[src/dhpd_pkg.sv]
// ----------------------------------------------------------------------------
// dhpd_pkg
// Shared types and constants for the dual Hall position decoder: the step
// direction code, the commutation transition table and per-motor flags.
// ----------------------------------------------------------------------------
package dhpd_pkg;

    // Width of the pin fields and of the decoded Hall code.
    localparam int HALL_WIDTH   = 3;
    // Width of every field of a result item.
    localparam int RESULT_WIDTH = 32;

    typedef logic [HALL_WIDTH-1:0] hall_code_t;

    // Direction of one commutation step.
    typedef enum logic [1:0] {
        STEP_NONE,
        STEP_FWD,
        STEP_REV
    } step_t;

    // Transition table, indexed by previous code and then by new code.
    // Code zero and code seven are invalid patterns and never give a step.
    localparam step_t STEP_TABLE [0:7][0:7] = '{
        '{STEP_NONE, STEP_NONE, STEP_NONE, STEP_NONE,
          STEP_NONE, STEP_NONE, STEP_NONE, STEP_NONE},
        '{STEP_NONE, STEP_NONE, STEP_NONE, STEP_REV,
          STEP_NONE, STEP_FWD,  STEP_NONE, STEP_NONE},
        '{STEP_NONE, STEP_NONE, STEP_NONE, STEP_FWD,
          STEP_NONE, STEP_NONE, STEP_REV,  STEP_NONE},
        '{STEP_NONE, STEP_FWD,  STEP_REV,  STEP_NONE,
          STEP_NONE, STEP_NONE, STEP_NONE, STEP_NONE},
        '{STEP_NONE, STEP_NONE, STEP_NONE, STEP_NONE,
          STEP_NONE, STEP_REV,  STEP_FWD,  STEP_NONE},
        '{STEP_NONE, STEP_REV,  STEP_NONE, STEP_NONE,
          STEP_FWD,  STEP_NONE, STEP_NONE, STEP_NONE},
        '{STEP_NONE, STEP_NONE, STEP_FWD,  STEP_NONE,
          STEP_REV,  STEP_NONE, STEP_NONE, STEP_NONE},
        '{STEP_NONE, STEP_NONE, STEP_NONE, STEP_NONE,
          STEP_NONE, STEP_NONE, STEP_NONE, STEP_NONE}
    };

    // Status reported by one motor tracker for the item being retired.
    typedef struct packed {
        logic  skipped;
        step_t dir;
    } motor_flags_t;

endpackage

[src/dhpd_sample_if.sv]
// ----------------------------------------------------------------------------
// dhpd_sample_if
// Channel carrying one sample of both motors' raw Hall pin levels.
// ----------------------------------------------------------------------------
interface dhpd_sample_if;

    logic       valid;
    logic       ready;
    logic [2:0] left_pins;
    logic [2:0] right_pins;

    modport source (
        output valid,
        output left_pins,
        output right_pins,
        input  ready
    );

    modport sink (
        input  valid,
        input  left_pins,
        input  right_pins,
        output ready
    );

endinterface

[src/dhpd_result_if.sv]
// ----------------------------------------------------------------------------
// dhpd_result_if
// Channel carrying both wheel positions and the skipped edge count.
// ----------------------------------------------------------------------------
interface dhpd_result_if;

    logic               valid;
    logic               ready;
    logic signed [31:0] left_position;
    logic signed [31:0] right_position;
    logic        [31:0] skipped_edges;

    modport source (
        output valid,
        output left_position,
        output right_position,
        output skipped_edges,
        input  ready
    );

    modport sink (
        input  valid,
        input  left_position,
        input  right_position,
        input  skipped_edges,
        output ready
    );

endinterface

[src/dhpd_motor_track.sv]
// ----------------------------------------------------------------------------
// dhpd_motor_track
// Per-motor tracker: decodes the Hall code, looks up the step direction and
// keeps the previous code and the wrapping position accumulator.
// ----------------------------------------------------------------------------
module dhpd_motor_track
    import dhpd_pkg::*;
#(
    parameter int POSITION_WIDTH = 32
)
(
    input  logic                      clk,
    input  logic                      rst_n,
    input  logic                      enable,
    input  logic [HALL_WIDTH-1:0]     pins,
    output logic [POSITION_WIDTH-1:0] position_next,
    output motor_flags_t              flags
);

    hall_code_t                prev_code_reg;
    hall_code_t                code;
    logic [POSITION_WIDTH-1:0] accum_reg;
    logic [POSITION_WIDTH-1:0] delta;
    step_t                     dir;

    // Pins are active low.
    assign code = ~pins;
    assign dir  = STEP_TABLE[prev_code_reg][code];

    // Minus one is all ones, plus one is a single low bit.
    assign delta = (dir == STEP_REV) ? {POSITION_WIDTH{1'b1}}
                                     : POSITION_WIDTH'(1);

    assign position_next = (dir == STEP_NONE) ? accum_reg : accum_reg + delta;

    assign flags.dir     = dir;
    assign flags.skipped = (dir == STEP_NONE) && (prev_code_reg != '0)
                           && (prev_code_reg != code);

    always_ff @(posedge clk or negedge rst_n)
    begin
        if (!rst_n)
        begin
            prev_code_reg <= '0;
            accum_reg     <= '0;
        end
        else if (enable)
        begin
            prev_code_reg <= code;
            accum_reg     <= position_next;
        end
    end

endmodule

[src/dual_hall_position_decoder.sv]
// ----------------------------------------------------------------------------
// dual_hall_position_decoder
// Wheel position decoder for two motors with three Hall sensors each.
//
// Each input item is one sample of both motors' active-low Hall pins. The
// block decodes each motor's pins into a commutation code, looks up the
// step (back, none or forward) from the previous and new code, and adds it
// to that motor's wrapping signed position. A change of code that is not a
// legal single step from a previous code other than zero bumps a shared
// skipped edge counter, which can rise by two for one item. Every input
// item gives one result item with both positions (low 32 bits) and the skip
// count as they stand after that item. The block takes one item per cycle
// while results are taken; an item waits in the input register, where the
// table lookup and the increment of each accumulator happen, and then moves
// to the result register. The input register is refilled while a finished
// result waits to be taken, so one stalled result does not hold off the
// next item.
// ----------------------------------------------------------------------------
module dual_hall_position_decoder
    import dhpd_pkg::*;
#(
    parameter int POSITION_WIDTH = 32
)
(
    input  logic          clk,
    input  logic          rst_n,
    dhpd_sample_if.sink   sample,
    dhpd_result_if.source result
);

    // Input register stage.
    logic                  in_valid_reg;
    logic [HALL_WIDTH-1:0] left_pins_reg;
    logic [HALL_WIDTH-1:0] right_pins_reg;

    // Result register stage.
    logic                    out_valid_reg;
    logic [RESULT_WIDTH-1:0] left_pos_reg;
    logic [RESULT_WIDTH-1:0] right_pos_reg;
    logic [RESULT_WIDTH-1:0] skip_count_reg;
    logic [RESULT_WIDTH-1:0] skip_count_next;

    logic                      retire;
    logic                      sample_take;
    logic [POSITION_WIDTH-1:0] left_next;
    logic [POSITION_WIDTH-1:0] right_next;
    logic [RESULT_WIDTH-1:0]   left_low;
    logic [RESULT_WIDTH-1:0]   right_low;
    motor_flags_t              left_flags;
    motor_flags_t              right_flags;

    // The item in the input register moves on when the result register is
    // empty or being emptied in this cycle. Tracker state, positions and skip count advance only then.
    assign retire       = in_valid_reg && (!out_valid_reg || result.ready);
    assign sample.ready = !in_valid_reg || retire;
    assign sample_take  = sample.valid && sample.ready;

    dhpd_motor_track #(
        .POSITION_WIDTH (POSITION_WIDTH)
    ) u_left (
        .clk           (clk),
        .rst_n         (rst_n),
        .enable        (retire),
        .pins          (left_pins_reg),
        .position_next (left_next),
        .flags         (left_flags)
    );

    dhpd_motor_track #(
        .POSITION_WIDTH (POSITION_WIDTH)
    ) u_right (
        .clk           (clk),
        .rst_n         (rst_n),
        .enable        (retire),
        .pins          (right_pins_reg),
        .position_next (right_next),
        .flags         (right_flags)
    );

    // The reported position is the low 32 bits of the accumulator; a
    // narrower accumulator is zero extended, as its value is unsigned there.
    generate
        if (POSITION_WIDTH >= RESULT_WIDTH)
        begin : g_pos_trunc
            assign left_low  = left_next[RESULT_WIDTH-1:0];
            assign right_low = right_next[RESULT_WIDTH-1:0];
        end
        else
        begin : g_pos_ext
            assign left_low  = {{(RESULT_WIDTH-POSITION_WIDTH){1'b0}}, left_next};
            assign right_low = {{(RESULT_WIDTH-POSITION_WIDTH){1'b0}}, right_next};
        end
    endgenerate

    // Both motors may report a skipped edge for the same item.
    assign skip_count_next = skip_count_reg
                             + RESULT_WIDTH'(left_flags.skipped)
                             + RESULT_WIDTH'(right_flags.skipped);

    always_ff @(posedge clk or negedge rst_n)
    begin
        if (!rst_n)
        begin
            in_valid_reg   <= 1'b0;
            out_valid_reg  <= 1'b0;
            skip_count_reg <= '0;
        end
        else
        begin
            if (sample.ready)
            begin
                in_valid_reg <= sample.valid;
            end
            if (retire)
            begin
                out_valid_reg  <= 1'b1;
                skip_count_reg <= skip_count_next;
            end
            else if (result.ready)
            begin
                out_valid_reg <= 1'b0;
            end
        end
    end

    // Payload registers carry no reset.
    always_ff @(posedge clk)
    begin
        if (sample_take)
        begin
            left_pins_reg  <= sample.left_pins;
            right_pins_reg <= sample.right_pins;
        end
        if (retire)
        begin
            left_pos_reg  <= left_low;
            right_pos_reg <= right_low;
        end
    end

    assign result.valid          = out_valid_reg;
    assign result.left_position  = $signed(left_pos_reg);
    assign result.right_position = $signed(right_pos_reg);
    assign result.skipped_edges  = skip_count_reg;

endmodule
[src/flat_wrapper.sv]
// flat-port wrapper written by rule: the top's interface ports become plain ports
module dual_hall_position_decoder_flat import dhpd_pkg::*;
#(
    parameter int POSITION_WIDTH = 32
)
  (clk, rst_n, sample_valid, sample_left_pins, sample_right_pins, sample_ready, result_valid, result_left_position, result_right_position, result_skipped_edges, result_ready);
  dhpd_sample_if sample_i ();
  dhpd_result_if result_i ();
  input  logic clk;
  input  logic rst_n;
  input wire logic [$bits(sample_i.valid)-1:0] sample_valid;
  input wire logic [$bits(sample_i.left_pins)-1:0] sample_left_pins;
  input wire logic [$bits(sample_i.right_pins)-1:0] sample_right_pins;
  output wire logic [$bits(sample_i.ready)-1:0] sample_ready;
  output wire logic [$bits(result_i.valid)-1:0] result_valid;
  output wire logic [$bits(result_i.left_position)-1:0] result_left_position;
  output wire logic [$bits(result_i.right_position)-1:0] result_right_position;
  output wire logic [$bits(result_i.skipped_edges)-1:0] result_skipped_edges;
  input wire logic [$bits(result_i.ready)-1:0] result_ready;
  assign sample_i.valid = sample_valid;
  assign sample_i.left_pins = sample_left_pins;
  assign sample_i.right_pins = sample_right_pins;
  assign sample_ready = sample_i.ready;
  assign result_valid = result_i.valid;
  assign result_left_position = result_i.left_position;
  assign result_right_position = result_i.right_position;
  assign result_skipped_edges = result_i.skipped_edges;
  assign result_i.ready = result_ready;
  dual_hall_position_decoder #(.POSITION_WIDTH(POSITION_WIDTH)) u_core (.clk(clk), .rst_n(rst_n), .sample(sample_i), .result(result_i));
endmodule
[config.mk]
export PLATFORM = sky130hd
export DESIGN_NAME = dual_hall_position_decoder_flat
export DESIGN_NICKNAME = d
export VERILOG_FILES = /design/src/dhpd_pkg.sv /design/src/dhpd_sample_if.sv /design/src/dhpd_result_if.sv /design/src/dhpd_motor_track.sv /design/src/dual_hall_position_decoder.sv /design/src/flat_wrapper.sv
export SDC_FILE = /design/constraint.sdc
export NUM_CORES = 1
export LEC_CHECK = 0
export BUFFER_PORTS_ARGS = -buffer_cell sky130_fd_sc_hd__buf_2
export CELL_PAD_IN_SITES_DETAIL_PLACEMENT = 0
export CELL_PAD_IN_SITES_GLOBAL_PLACEMENT = 1
export CORE_UTILIZATION = 47
export DETAILED_ROUTE_END_ITERATION = 7
export PLACE_DENSITY_LB_ADDON = 0.1
export SYNTH_ARGS = -nofsm -noshare
export SYNTH_HDL_FRONTEND = slang
export SYNTH_SLANG_ARGS = --single-unit
export TNS_END_PERCENT = 5
[constraint.sdc]
create_clock -name clk -period 5.3 [get_ports clk]
set_input_delay 0.795 -clock clk [delete_from_list [all_inputs] [get_ports clk]]
set_output_delay 0.795 -clock clk [all_outputs]
set_load 0.1 [all_outputs]
# Word level (Yosys, flattened, before mapping)

Memories as Yosys holds them, arrays and structs flattened.
Index checks and enable logic that the tools add are counted.

Memories kept: 2
Output and inout bits: 98
Register bits after elaboration: 174
ROM bits: 256
Logic and storage cells: 62
Input port bits: 10

Memory list:

| memory           | words | bits a word | read ports | clocked after Yosys merged registers in | wr ports | RTL line               | source |
|---|---|---|---|---|---|---|---|
| (name not given) | 8     | 16          | 1          | 0                                       | 0        | dhpd_motor_track.sv:28 | `assign dir = STEP_TABLE[prev_code_reg][code];` |
| (name not given) | 8     | 16          | 1          | 0                                       | 0        | dhpd_motor_track.sv:28 |  |

Bitwise logic cells: 6
Order comparisons: 4
Reduce and logical (&&, ||, !) cells: 15
Add/subtract/negate cells: 4
Eq/ne operators: 4
Multiplexer cells: 16

Operator list:

| operator                                                  | count |
|---|---|
| two-way mux 32 bit                                        | 4 |
| adder 32 x 1 -> 32 bit                                    | 2 |
| adder 32 bit                                              | 2 |
| two-way mux 16 bit                                        | 4 |
| greater-or-equal comparator 4 bit (second input constant) | 4 |
| inverter 3 -> 4 bit                                       | 4 |
| binary-select mux 2 bit (select 3 bit)                    | 2 |
| two-way mux 2 bit                                         | 4 |
| logical AND 1 bit                                         | 6 |
| inequality test 3 bit                                     | 2 |
| inverter 3 bit                                            | 2 |
| nonzero test 3 bit                                        | 2 |
| equality test 2 bit (second input constant)               | 2 |
| logical NOT 2 bit                                         | 2 |
| logical NOT 1 bit                                         | 2 |
| logical OR 1 bit                                          | 2 |
| two-way mux 1 bit                                         | 2 |
| nonzero test 2 bit                                        | 1 |

# Logic depth before layout (Yosys ltp)

Word-level depth: 12
Mapped depth: 16
Depth with buffers taken out: 15

# Cells and area by module

From an unflattened synthesis, not the netlist that was laid out.

Cells, all modules: 1093
Area, all modules: 10886.7 um2

By module, submodules not included:

| module                             | sequential area each (um2) | instances | area each (um2) | cells an instance |
|---|---|---|---|---|
| dual_hall_position_decoder         | 2952.8                     | 1         | 3742.3          | 219 |
| dhpd_motor_track at u_core.u_right | 875.8                      | 1         | 3643.5          | 461 |
| dhpd_motor_track at u_core.u_left  | 875.8                      | 1         | 3500.9          | 413 |

# Least setup slack after synthesis

No wires, ideal clock.

Path type: register -> register
Start point: register u_core.left_pins_reg[0]
End point: register u_core.left_pos_reg[29] (netlist: u_core.result.left_position[29]) (data pin)
Cell stages (with the launch flop): 15
Setup slack: 461 ps
Required time: 5040 ps
Arrival time: 4579 ps
Period minus slack after synthesis: 4839 ps
Buffers on the path: 2
Library setup time: 260 ps
Cells stage by stage: edfxtp_1 -> clkbuf_1 -> or3_1 -> o221ai_1 -> ha_1 -> clkbuf_8 -> a21o_1 -> a21oi_1 -> o21bai_1 -> a21o_1 -> a221o_1 -> a31oi_1 -> o21ai_0 -> xor2_1 -> mux2_2

Longest elaborated chain between the ends: 9
Elaborated cells between the ends (all ways): 10
Classes of those cells: add/sub: 1; eq/ne: 1; mux: 5; bitwise: 2; reduce/logical: 1

Ends and longest elaborated chain:

| what                                                      | RTL line                          | source |
|---|---|---|
| from (decl)                                               | dual_hall_position_decoder.sv:33  | `logic [HALL_WIDTH-1:0] left_pins_reg;` |
| from (signal assigned)                                    | dual_hall_position_decoder.sv:131 | `left_pins_reg <= sample.left_pins;` |
| inverter 3 bit (*)                                        | dhpd_motor_track.sv:27            | `assign code = ~pins;` |
| inverter 3 -> 4 bit (implied by the code) (*)             | dhpd_motor_track.sv:28            |  |
| binary-select mux 2 bit (select 3 bit) (*)                | dhpd_motor_track.sv:28            |  |
| two-way mux 2 bit (implied by the code) (*) (2 in series) | dhpd_motor_track.sv:28            |  |
| equality test 2 bit                                       | dhpd_motor_track.sv:31            | `assign delta = (dir == STEP_REV) ? {POSITION_WIDTH{1'b1}}` |
| two-way mux 32 bit                                        | dhpd_motor_track.sv:31            |  |
| adder 32 bit                                              | dhpd_motor_track.sv:34            | `assign position_next = (dir == STEP_NONE) ? accum_reg : accum_reg + delta;` |
| two-way mux 32 bit (*)                                    | dhpd_motor_track.sv:34            |  |
| named net u_core.left_low[29]                             | dual_hall_position_decoder.sv:47  | `logic [RESULT_WIDTH-1:0] left_low;` |
| to (signal assigned)                                      | dual_hall_position_decoder.sv:136 | `left_pos_reg <= left_low;` |
| to (decl)                                                 | dual_hall_position_decoder.sv:38  | `logic [RESULT_WIDTH-1:0] left_pos_reg;` |

The timed path passes the listed nets; every way through them passes the cells marked *. The select of a mux whose other input is x is not followed.
A chain may end at the register's enable or synchronous reset.

# Worst setup path in the final report

Start point: register u_core.right_pins_reg[2]
End point: register u_core.right_pos_reg[30] (netlist: u_core.result.right_position[30]) (data pin)

Longest elaborated chain between the ends: 9
Elaborated cells between the ends (all ways): 10
Classes of those cells: add/sub: 1; eq/ne: 1; mux: 5; bitwise: 2; reduce/logical: 1

Ends and longest elaborated chain:

| what                                                      | RTL line                          | source |
|---|---|---|
| from (decl)                                               | dual_hall_position_decoder.sv:34  | `logic [HALL_WIDTH-1:0] right_pins_reg;` |
| from (signal assigned)                                    | dual_hall_position_decoder.sv:132 | `right_pins_reg <= sample.right_pins;` |
| inverter 3 bit (*)                                        | dhpd_motor_track.sv:27            |  |
| inverter 3 -> 4 bit (implied by the code) (*)             | dhpd_motor_track.sv:28            |  |
| binary-select mux 2 bit (select 3 bit) (*)                | dhpd_motor_track.sv:28            |  |
| two-way mux 2 bit (implied by the code) (*) (2 in series) | dhpd_motor_track.sv:28            |  |
| equality test 2 bit                                       | dhpd_motor_track.sv:31            |  |
| two-way mux 32 bit                                        | dhpd_motor_track.sv:31            |  |
| adder 32 bit                                              | dhpd_motor_track.sv:34            |  |
| two-way mux 32 bit (*)                                    | dhpd_motor_track.sv:34            |  |
| named net u_core.right_low[30]                            | dual_hall_position_decoder.sv:48  | `logic [RESULT_WIDTH-1:0] right_low;` |
| to (signal assigned)                                      | dual_hall_position_decoder.sv:137 | `right_pos_reg <= right_low;` |
| to (decl)                                                 | dual_hall_position_decoder.sv:39  | `logic [RESULT_WIDTH-1:0] right_pos_reg;` |

Marks and branches as above.

==> qor.csv <==
metric,value,unit
Synth top area share,24.8,%
Rows,54,
placed cells,1359,
Max IR drop VDD,0.000267,V
Root Buffer,clkbuf_16,
Buffers & Inverters on Critical Path,1,
diode count,0,
largest net degree at the start of global routing,68,
Worst slew margin,36.8,%
routability cong.,0.848,
IO buf count,107,
async set or reset register ratio after synthesis,59.8,%
top-count cell post-synth,nand2_1,
hpwl dp,15900,µm
area grow syn2layout,13.2,%
post-CTS resize count,0,
Via density,5.45,
Post-synth EDFFs,70,
CP Data Required Time,5.45,ns
DRT iter0 DRCs,277,
Total GRT Usage,20.2,%
Sw Share,46.7,%
post-synth top area cell,dfrtp_1,
status,completed,
crit path kind,flip-flop to flip-flop,
setup TNS,0,ns
CTS tree,done,
chip width,151,µm
CTS Sinks,174,
"Reg clk slew, reported paths",0.07,ns
DRC errors left,0,
Worst Path Arrival,4.69,ns
I/O Pins,108,
internal power,0.00348,W
Num CTS Buffers,17,
Fin Hold WS,0.470,ns
initial antenna violation count,0,
Mapped Avg Cell Area,10.5,µm²
layout cells sized above 1,23.2,%
crit path max-delay cell type,o21ai_2,
sequential power share,32.5,%
clk_lat worst skew,0.42,ns
first-pass GRT wire length,36400,µm
crit-path max cell delay,0.57,ns
Post-CTS Setup Bufs,0,
Max Cap Violations,0,
period utilisation layout,85.6,%
Hold Path Class,flip-flop to flip-flop,
fin nets,1172,
share of total power in the clock network,19.3,%
drt wl/cell,16.0,µm
Post-Syn Instances,997,
Post-CTS Hold Fix Bufs,0,
post-route ant nets,0,
crit-path leading delay family,compound AO/OA/AOI/OAI gates,
Yosys cell types,65,
top post-synthesis cells by area,"dfrtp_1, edfxtp_1, mux2_2, ha_1, xnor2_1",
clk_skew,0.0131,ns
RSZ-0062 raised after global routing,no,
Pleak,5.65,nW
Pwr Density,550,nW/µm²
type of destination of the critical path,flip-flop,
fmax,220,MHz
ys flop type,dfrtp_1,
most frequent cells after synthesis,"nand2_1, dfrtp_1, mux2_2, edfxtp_1, xnor2_1",
grt ovf,0,
CP max FO,16,
Startpoint Class,flip-flop,
post-route non-filler standard cell count,1391,
chip height,151,µm
1st-pass router iterations,4,
crit-path cells,nand2b_1 > nor3b_1 > a21oi_1 > o21ai_2 > buf_4 > ha_1 > a21oi_1 > o21ai_1 > a221o_1 > a21oi_1 > nor3_1 > o21ai_0 > o21ai_0 > xnor2_1 > o21ai_0,
yosys synthesis warning count,0,
Sw Pwr,0.00305,W
Fill cells,1958,
final hold violation count,0,
post-layout min period,4.54,ns
vias in the first global route,7197,
Yosys reg bits,174,
Clock Tree Buf Depth,2,
Final setup viols,0,
final wirelength,22200,µm
Slew @ Worst Pin,0.947,ns
Max Transition Viols Final,0,
H-tree depth,4,
Syn Nets,1071,
Die ar.,22900,µm²
Starting Density,48.0,%
Via Count,7575,
post-synthesis sequential area ratio,44.9,%
Comb pwr share,48.3,%
synthesized area,10500,µm²
Core Area,21800,µm²
layout make-up:
class / count / area [µm²] / share of cell area (%)
multi-input cells: 762 / 5500 / 46.4
flip-flops and latches: 174 / 4700 / 39.6
repair buffers: 117 / 613 / 5.17
clock buffers: 21 / 503 / 4.24
well taps: 280 / 350 / 2.95
inverters: 26 / 98.8 / 0.833
clock inverters: 11 / 93.8 / 0.791
through the flow:
stage	power (W)	area (µm²)	utilization, %	worst slack (ns)
2_1_floorplan	0.00475	10500	-	0.461
3_3_place_gp	0.00529	11300	51.6	0.791
3_5_place_dp	0.00530	11300	51.6	0.783
4_1_cts	0.00659	11900	54.4	0.762
5_1_grt	0.00692	11900	54.4	0.430
6_report	0.00653	11900	54.4	0.763
power by group through the flow:
stage / Combinational [W] / Clock, W / Sequential [W]
after CTS: 0.00317 / 0.00130 / 0.00213
after floorplan: 0.00153 / 0 / 0.00322
final: 0.00315 / 0.00126 / 0.00212
after detailed placement: 0.00315 / 0 / 0.00215
after global routing: 0.00340 / 0.00134 / 0.00218
after global placement: 0.00315 / 0 / 0.00214
layer usage:
layer  track usage, %  up-vias  part of all wire, %
met5                0        -                    0
met4             5.60        0                 0.85
met3             2.83       14                  2.5
met2             33.8      126                   48
met1             27.3     3609                   49
li1                 -     3826                    -
path summary, 6_finish.rpt:
check | startpoint | to | slack (ns) | cells after the start
worst min-delay path | u_core.result.skipped_edges[31] | u_core.result.skipped_edges[31] | 0.47 | 1
min in group asynchronous | rst_n | u_core.u_left.accum_reg[15] | 0.50 | 1
worst min register to register | u_core.result.skipped_edges[31] | u_core.result.skipped_edges[31] | 0.47 | 1
worst max-delay path | u_core.right_pins_reg[2] | u_core.result.right_position[30] | 0.76 | 15
max in group asynchronous | rst_n | u_core.u_left.accum_reg[27] | 3.76 | 2
worst max register to register | u_core.right_pins_reg[2] | u_core.result.right_position[30] | 0.76 | 15
layout by cell type, fill, tap and decap left out, types with 4 or more instances in the layout:
cell       count
nor2b_1       10
edfxtp_1      70
and3_1        15
nand4_1       19
nand3_1       22
nand2b_1       7
xnor2_1       70
ha_1          61
o21bai_1      13
buf_4         11
and2_1         6
a311oi_1       4
a31oi_1        7
dfrtp_1      104
a221o_1        4
xor2_1        30
nor2_1        46
o21ai_0       63
nor3_1        10
a211oi_1       7
nand2_1      118
mux2_2        89
inv_1         25
buf_2        106
nor4_1         5
clkbuf_16     19
a21o_1        37
clkinv_4       4
or2_2          4
a21oi_1       66
cells by family (layout without fill, tap and decap cells):
logic type,after synthesis,count (layout),share of synthesized area [%]
xor gates and xnor gates,100,100,8.35
adders and majority gates,64,64,7.85
and+or+nand+nor,276,276,12.4
DFF,174,174,44.9
muxes,90,90,9.65
AOI/OAI and AO/OA,232,232,14.1
buffers and inverters,61,175,2.78
Note: power is estimated with default switching activity, not from simulation.
